[config.mk]
export PLATFORM = sky130hd
export DESIGN_NAME = id3_tag_frame_extractor
export DESIGN_NICKNAME = d
export VERILOG_FILES = /design/src/rtl/core/id3_pkg.sv /design/src/rtl/core/id3_parse.sv /design/src/rtl/core/id3_out.sv /design/src/rtl/core/id3_tag_frame_extractor.sv
export SDC_FILE = /design/constraint.sdc
export NUM_CORES = 1
export LEC_CHECK = 0
export BUFFER_PORTS_ARGS = -buffer_cell sky130_fd_sc_hd__buf_4
export CORE_MARGIN = 5
export CORE_UTILIZATION = 35
export CTS_CLUSTER_DIAMETER = 150
export DETAILED_ROUTE_END_ITERATION = 6
export PLACE_DENSITY_LB_ADDON = 0.12
export SYNTH_ARGS = -nofsm -noshare
export SYNTH_HDL_FRONTEND = slang
export SYNTH_SLANG_ARGS = --single-unit
[constraint.sdc]
create_clock -name aclk -period 15.32 [get_ports aclk]
set_input_delay 0.766 -clock aclk [delete_from_list [all_inputs] [get_ports aclk]]
set_output_delay 0.766 -clock aclk [all_outputs]
set_load 0.02 [all_outputs]
[src/rtl/core/id3_pkg.sv]
// Shared types and constants for the ID3v2 tag frame extractor.
// No dependencies; used by every module in rtl/core.
package id3_pkg;

    localparam int unsigned HDR_LEN = 10;
    localparam logic [3:0] HDR_LAST = 4'(HDR_LEN - 1);
    localparam logic [7:0] PRINT_LOW = 8'd32;
    localparam logic [7:0] PRINT_HIGH = 8'd126;
    localparam logic [27:0] POS_MAX = 28'h0FFF_FFFF;

    localparam logic CFG_MODE = 1'b0;
    localparam logic CFG_TARGET = 1'b1;

    typedef struct packed {
        logic [31:0] frame_id;
        logic [7:0]  content_byte;
        logic        printable;
        logic        last_of_frame;
        logic [7:0]  version_major;
        logic [7:0]  version_minor;
    } id3_result_t;

endpackage

[src/rtl/core/id3_parse.sv]
// Byte-wise parser: tag header, frame headers and frame content.
// Depends on id3_pkg for constants and the result struct.
module id3_parse (
    input  logic                      aclk,
    input  logic                      aresetn,
    input  logic                      accept,
    input  logic [7:0]                data_byte,
    input  logic                      start_of_file,
    input  logic                      mode,
    input  logic [31:0]               target_frame_id,
    output logic                      res_valid,
    output id3_pkg::id3_result_t      res_data
);

    localparam logic [1:0] PH_TAG_HDR = 2'd0;
    localparam logic [1:0] PH_FRM_HDR = 2'd1;
    localparam logic [1:0] PH_CONTENT = 2'd2;
    localparam logic [1:0] PH_DONE = 2'd3;

    logic [1:0]  phase_reg, phase_next, phase_cur;
    logic [3:0]  hdr_cnt_reg, hdr_cnt_next, hdr_cnt_cur, hdr_cnt_inc;
    logic [27:0] tag_size_reg, tag_size_next, tag_size_cur;
    logic [27:0] tag_pos_reg, tag_pos_next, tag_pos_cur, tag_pos_adv;
    logic [3:0]  frm_cnt_reg, frm_cnt_next, frm_cnt_cur, frm_cnt_inc;
    logic [31:0] id_shift_reg, id_shift_next, id_shift_cur;
    logic [31:0] size_shift_reg, size_shift_next, size_shift_cur;
    logic [31:0] remain_reg, remain_next, remain_cur;
    logic        selected_reg, selected_next, selected_cur;
    logic [7:0]  major_reg, major_next, major_cur;
    logic [7:0]  minor_reg, minor_next, minor_cur;

    // Restart the parse on a start mark, then treat the byte as header byte 0.
    always_comb begin
        phase_cur      = start_of_file ? PH_TAG_HDR : phase_reg;
        hdr_cnt_cur    = start_of_file ? '0 : hdr_cnt_reg;
        tag_size_cur   = start_of_file ? '0 : tag_size_reg;
        tag_pos_cur    = start_of_file ? '0 : tag_pos_reg;
        frm_cnt_cur    = start_of_file ? '0 : frm_cnt_reg;
        id_shift_cur   = start_of_file ? '0 : id_shift_reg;
        size_shift_cur = start_of_file ? '0 : size_shift_reg;
        remain_cur     = start_of_file ? '0 : remain_reg;
        selected_cur   = start_of_file ? 1'b0 : selected_reg;
        major_cur      = start_of_file ? '0 : major_reg;
        minor_cur      = start_of_file ? '0 : minor_reg;
    end

    assign hdr_cnt_inc = hdr_cnt_cur + 4'd1;
    assign frm_cnt_inc = frm_cnt_cur + 4'd1;
    assign tag_pos_adv = (tag_pos_cur == id3_pkg::POS_MAX) ? tag_pos_cur
                                                            : tag_pos_cur + 28'd1;

    always_comb begin
        phase_next      = phase_cur;
        hdr_cnt_next    = hdr_cnt_cur;
        tag_size_next   = tag_size_cur;
        tag_pos_next    = tag_pos_cur;
        frm_cnt_next    = frm_cnt_cur;
        id_shift_next   = id_shift_cur;
        size_shift_next = size_shift_cur;
        remain_next     = remain_cur;
        selected_next   = selected_cur;
        major_next      = major_cur;
        minor_next      = minor_cur;
        res_valid       = 1'b0;

        case (phase_cur)
            PH_TAG_HDR: begin
                if (hdr_cnt_cur == 4'd3) begin
                    major_next = data_byte;
                end else if (hdr_cnt_cur == 4'd4) begin
                    minor_next = data_byte;
                end else if (hdr_cnt_cur >= 4'd6) begin
                    tag_size_next = {tag_size_cur[20:0], data_byte[6:0]};
                end
                hdr_cnt_next = hdr_cnt_inc;
                if (hdr_cnt_cur == id3_pkg::HDR_LAST) begin
                    hdr_cnt_next = '0;
                    tag_pos_next = '0;
                    frm_cnt_next = '0;
                    phase_next   = (tag_size_next == '0) ? PH_DONE : PH_FRM_HDR;
                end
            end
            PH_FRM_HDR: begin
                if (frm_cnt_cur == '0 && tag_pos_cur >= tag_size_cur) begin
                    phase_next = PH_DONE;
                end else if (frm_cnt_cur < 4'd4 && data_byte == '0) begin
                    tag_pos_next = tag_pos_adv;
                    phase_next   = PH_DONE;
                end else begin
                    tag_pos_next = tag_pos_adv;
                    if (frm_cnt_cur < 4'd4) begin
                        id_shift_next = {id_shift_cur[23:0], data_byte};
                    end else if (frm_cnt_cur < 4'd8) begin
                        size_shift_next = {size_shift_cur[23:0], data_byte};
                    end
                    frm_cnt_next = frm_cnt_inc;
                    if (frm_cnt_cur == id3_pkg::HDR_LAST) begin
                        frm_cnt_next  = '0;
                        remain_next   = size_shift_cur;
                        selected_next = !mode || (id_shift_cur == target_frame_id);
                        phase_next    = (size_shift_cur == '0) ? PH_FRM_HDR : PH_CONTENT;
                    end
                end
            end
            PH_CONTENT: begin
                tag_pos_next = tag_pos_adv;
                res_valid    = selected_cur;
                remain_next  = remain_cur - 32'd1;
                if (remain_cur == 32'd1) begin
                    phase_next = PH_FRM_HDR;
                end
            end
            default: begin
            end
        endcase
    end

    always_comb begin
        res_data.frame_id      = id_shift_cur;
        res_data.content_byte  = data_byte;
        res_data.printable     = data_byte inside {[id3_pkg::PRINT_LOW:id3_pkg::PRINT_HIGH]};
        res_data.last_of_frame = (remain_cur == 32'd1);
        res_data.version_major = major_cur;
        res_data.version_minor = minor_cur;
    end

    always_ff @(posedge aclk) begin
        if (!aresetn) begin
            phase_reg      <= PH_TAG_HDR;
            hdr_cnt_reg    <= '0;
            tag_size_reg   <= '0;
            tag_pos_reg    <= '0;
            frm_cnt_reg    <= '0;
            id_shift_reg   <= '0;
            size_shift_reg <= '0;
            remain_reg     <= '0;
            selected_reg   <= 1'b0;
            major_reg      <= '0;
            minor_reg      <= '0;
        end else if (accept) begin
            phase_reg      <= phase_next;
            hdr_cnt_reg    <= hdr_cnt_next;
            tag_size_reg   <= tag_size_next;
            tag_pos_reg    <= tag_pos_next;
            frm_cnt_reg    <= frm_cnt_next;
            id_shift_reg   <= id_shift_next;
            size_shift_reg <= size_shift_next;
            remain_reg     <= remain_next;
            selected_reg   <= selected_next;
            major_reg      <= major_next;
            minor_reg      <= minor_next;
        end
    end

endmodule

[src/rtl/core/id3_out.sv]
// Result register with a skid stage so the input side keeps moving
// while a result waits. Depends on id3_pkg for the result struct.
module id3_out (
    input  logic                      aclk,
    input  logic                      aresetn,
    input  logic                      in_valid,
    input  id3_pkg::id3_result_t      in_data,
    output logic                      in_ready,
    output logic                      out_valid,
    output id3_pkg::id3_result_t      out_data,
    input  logic                      out_ready
);

    logic                 main_valid_reg, main_valid_next;
    id3_pkg::id3_result_t main_data_reg, main_data_next;
    logic                 skid_valid_reg, skid_valid_next;
    id3_pkg::id3_result_t skid_data_reg, skid_data_next;

    assign in_ready  = !skid_valid_reg;
    assign out_valid = main_valid_reg;
    assign out_data  = main_data_reg;

    always_comb begin
        main_valid_next = main_valid_reg;
        main_data_next  = main_data_reg;
        skid_valid_next = skid_valid_reg;
        skid_data_next  = skid_data_reg;
        if (!main_valid_reg || out_ready) begin
            if (skid_valid_reg) begin
                main_valid_next = 1'b1;
                main_data_next  = skid_data_reg;
                skid_valid_next = 1'b0;
            end else begin
                main_valid_next = in_valid;
                main_data_next  = in_data;
            end
        end else if (in_valid) begin
            // hold the stalled result, park the new one
            skid_valid_next = 1'b1;
            skid_data_next  = in_data;
        end
    end

    always_ff @(posedge aclk) begin
        if (!aresetn) begin
            main_valid_reg <= 1'b0;
            skid_valid_reg <= 1'b0;
        end else begin
            main_valid_reg <= main_valid_next;
            skid_valid_reg <= skid_valid_next;
        end
    end

    always_ff @(posedge aclk) begin
        main_data_reg <= main_data_next;
        skid_data_reg <= skid_data_next;
    end

endmodule

[src/rtl/core/id3_tag_frame_extractor.sv]
// ID3v2 tag frame extractor top level: one file byte per request in, one
// content byte of a selected frame per request out.
// A result reaches m_valid through the id3_out skid stage registers.
// Throughput: one byte per cycle while s_ready is high (skid stage empty).
// Reset (aresetn low, synchronous) clears mode, target ID and the parse state.
// Depends on id3_pkg, id3_parse and id3_out.
module id3_tag_frame_extractor (
    input  logic        aclk,
    input  logic        aresetn,
    input  logic        cfg_wr_en,
    input  logic        cfg_index,
    input  logic [31:0] cfg_wr_data,
    input  logic        s_valid,
    output logic        s_ready,
    input  logic [7:0]  s_data_byte,
    input  logic        s_start_of_file,
    output logic        m_valid,
    input  logic        m_ready,
    output logic [31:0] m_frame_id,
    output logic [7:0]  m_content_byte,
    output logic        m_printable,
    output logic        m_last_of_frame,
    output logic [7:0]  m_version_major,
    output logic [7:0]  m_version_minor
);

    logic                 mode_reg;
    logic [31:0]          target_reg;
    logic                 accept;
    logic                 res_valid;
    id3_pkg::id3_result_t res_data;
    id3_pkg::id3_result_t out_data;

    always_ff @(posedge aclk) begin
        if (!aresetn) begin
            mode_reg   <= 1'b0;
            target_reg <= '0;
        end else if (cfg_wr_en) begin
            case (cfg_index)
                id3_pkg::CFG_MODE: begin
                    mode_reg <= cfg_wr_data[0];
                end
                id3_pkg::CFG_TARGET: begin
                    target_reg <= cfg_wr_data;
                end
                default: begin
                end
            endcase
        end
    end

    assign accept = s_valid && s_ready;

    id3_parse u_parse (
        .aclk            (aclk),
        .aresetn         (aresetn),
        .accept          (accept),
        .data_byte       (s_data_byte),
        .start_of_file   (s_start_of_file),
        .mode            (mode_reg),
        .target_frame_id (target_reg),
        .res_valid       (res_valid),
        .res_data        (res_data)
    );

    id3_out u_out (
        .aclk      (aclk),
        .aresetn   (aresetn),
        .in_valid  (accept && res_valid),
        .in_data   (res_data),
        .in_ready  (s_ready),
        .out_valid (m_valid),
        .out_data  (out_data),
        .out_ready (m_ready)
    );

    assign m_frame_id      = out_data.frame_id;
    assign m_content_byte  = out_data.content_byte;
    assign m_printable     = out_data.printable;
    assign m_last_of_frame = out_data.last_of_frame;
    assign m_version_major = out_data.version_major;
    assign m_version_minor = out_data.version_minor;

endmodule
==> results.cfg <==
[detailed_routing]
drt-initial-drc-count = 1061
wl_per_cell_um = 21.6
vias_per_cell = 5.69
dr.pass1.iters = 6
routed_wirelength_um = 55300
drc_errors = 0
dr_total_vias = 14600
ant_nets = 0

[job]
cap_violations = 0

[timing]
rsz0062_at_grt = false
tightest_slew_ps = 1200
maxSlewViolCount = 0
fin_crit_ps = 5220
setup_viol = 0
timing.slew.headroom_pct = 19.2
finalHoldViolations = 0
finalSetupTns_ps = 0
fin_crit_sh_pct = 34.1
timing.hold.ws_ps = 454
max_freq_ghz = 0.192
fin_skew_ps = 25.3

[cts]
clk_pin_slew_ps = 60
ctsResizeCount = 0
insertion_delay_ps = 570
clockBufferDepth = 3
numCtsBuffers = 39
cts-root-buf = clkbuf_16
cts_tree = done
cts_setup_buffers = 0
clock_sinks = 330
cts.hold.buffers_added = 0
htree_num_levels = 2

[pwr]
power_leakage_nw = 7.24
p_total_mw = 2.00
power.internal_mw = 1.52
sequentialPowerShare_pct = 45.9
p_sw_share_pct = 23.7
worst_ir_drop_vdd_mv = 0.0709
switchingPower_mw = 0.474
power_density_mw_per_mm2 = 104
pwr-share-clk_pct = 48.8
p_comb_share_pct = 5.4

[die]
ioPinCount = 107
die_h_um = 228
core_area_mm2 = 0.0468
initial_core_util_pct = 35.6
fp.dieArea_mm2 = 0.0520
row_count = 79
die_w_um = 228

[synth]
synth_seq_cells = 330
synth_fa_ha_area_share_pct = 2.71
yosys.area_share.simple_pct = 21.6
syn-cell-area_mm2 = 0.0166
ys_warn_count = 0
netlist_instances = 1890
async_flop_share_pct = 0
synth_compound_area_share_pct = 19.8
synth.avg_cell_area_um2 = 8.80
syn_nets = 1973
synth_edf_count = 116
yosys_most_used_dff = dfxtp_1
yosysSeqAreaShare_pct = 46.7
synthMuxAreaShare_pct = 2.72
synth_top_family_by_area = simple AND/OR/NAND/NOR gates
synth_xor_area_share_pct = 2.05
synth_cell_types = 76

[placement]
globalplace.congestion = 0.887
port-buffer-count = 106
place_inst = 2492
dpl.hpwl_um = 36600

[global_routing]
grt_max_degree = 90
grt_antenna_before_repair = 1
grt_pass1_vias = 14100
grt_pass1_wl_um = 85400
track_usage_pct = 20.4
grt_overflow = 0

[cells_and_area]
mostFrequentLayoutCell = nand2_1
final_cells = 2564
diodes = 0
fin_util_pct = 41.1
final_nets = 2009
mostFrequentLayoutCells = nand2_1 (253), dfxtp_1 (213), nor2_1 (199), buf_4 (127), edfxtp_1 (116)
drive_above_1_share_pct = 12.4
area_growth_pct = 15.5

[worst_setup_path]
cp.arrival_ps = 5690
worst-setup-path-type = in -> reg
crit_top_cell = buf_4
cp_slowest_cell = o22ai_1
end_kind = flip-flop
path_buf_inv = 4
path_delay_family = compound AO/OA/AOI/OAI gates
worst_setup_path_start_kind = input pin
cp_cell_sequence = buf_4, inv_2, buf_4, nand2_1, ha_1, nand2b_1, a2111oi_0, o31ai_1, a311oi_2, o21ai_2, buf_4, o22ai_1, a311oi_1, a311oi_1
cp_data_required_time_ps = 15790
cp_slowest_stage_delay_ps = 850
critical_path.max_fanout = 66

[status]
outcome = completed

[hold_path]
hp-class = in -> reg
-- final cells by class --
cell class                      count  area [µm²]
Multi-Input combinational cell   1372        8170
Tap cell                          607         759
Inverter                           56         213
Sequential cell                   330        7770
Clock inverter                     19         258
Fill cell                        4677       27500
Timing Repair Buffer              127         953
Clock buffer                       53        1080
-- tightest hold or removal path: cells and delay by family --
kind	cells	cell delay, ps
AO/OA/AOI/OAI	1	50
AND/OR/NAND/NOR	1	50
buffers and inverters	1	110
-- stage by stage --
step,setup slack [ps],cell area (µm²)
after floorplan,6560,16600
after global placement,9560,17900
after detailed placement,9600,17900
after CTS,10200,19200
after global routing,9820,19200
final,10100,19200
-- Yosys cell counts (5+ instances only) --
cell	n	share of area, %
and2_1	8	0.30
nand2b_1	10	0.38
edfxtp_1	116	21
nor2b_1	57	2.1
inv_1	53	1.2
a311oi_1	6	0.32
mux2i_1	8	0.48
o21a_1	29	1.3
o21bai_1	5	0.23
dfxtp_1	214	26
xnor2_1	26	1.4
nor2_1	199	4.5
a221oi_1	8	0.42
a21oi_1	113	3.4
o21ai_1	5	0.15
o22ai_1	9	0.34
mux2_2	33	2.2
o311ai_0	7	0.37
or4_1	8	0.36
nand4b_1	7	0.37
nor4_1	29	1.1
nand4_1	25	0.94
a21o_1	9	0.41
a31oi_1	18	0.68
buf_2	7	0.21
or3_1	8	0.30
ha_1	36	2.7
a211oi_1	11	0.50
nor3_1	39	1.2
and3_1	36	1.4
o221ai_1	5	0.26
nor4bb_1	7	0.42
buf_1	9	0.20
nor3b_1	5	0.23
o31ai_1	7	0.32
o211ai_1	9	0.41
o21ai_0	109	3.3
clkbuf_1	113	2.6
o32ai_1	15	0.79
nand3_1	48	1.4
a22oi_1	92	4.2
xor2_1	13	0.68
nand2_1	253	5.7
-- metal layers --
metal	global-route usage (%)	up-vias	part of all wire [%]
met1	26.5	7081	43
met3	3.23	103	5.3
met2	34.6	458	48
met5	0	-	0
met4	6.98	0	3.1
li1	-	6944	-
-- final timing paths --
path	endpoint	from	slack, ps	cells past startpoint
hold / removal	target_reg[22]	cfg_wr_data[22]	450	3
setup reg to reg	u_parse.tag_pos_reg[11]	u_parse.tag_pos_reg[18]	11200	11
hold reg to reg	target_reg[3]	target_reg[3]	470	2
setup / recovery	u_parse.tag_pos_reg[11]	s_start_of_file	10100	14
-- power groups by stage --
stage,Sequential [mW],Combinational [mW],Clock (mW)
5_1_grt,0.916,0.117,1.04
4_1_cts,0.916,0.108,1.00
3_3_place_gp,0.935,0.107,0
6_report,0.916,0.107,0.974
2_1_floorplan,0.934,0.0646,0
3_5_place_dp,0.935,0.107,0
-- cell families after synthesis --
family | count (synthesis)
buffers and inverters | 188
XOR/XNOR | 39
AO/OA/AOI/OAI | 501
AND/OR/NAND/NOR | 755
flip-flops | 330
adder cells (fa/ha/maj) | 36
multiplexers | 41
No activity file was read; power rests on OpenSTA's default activity.
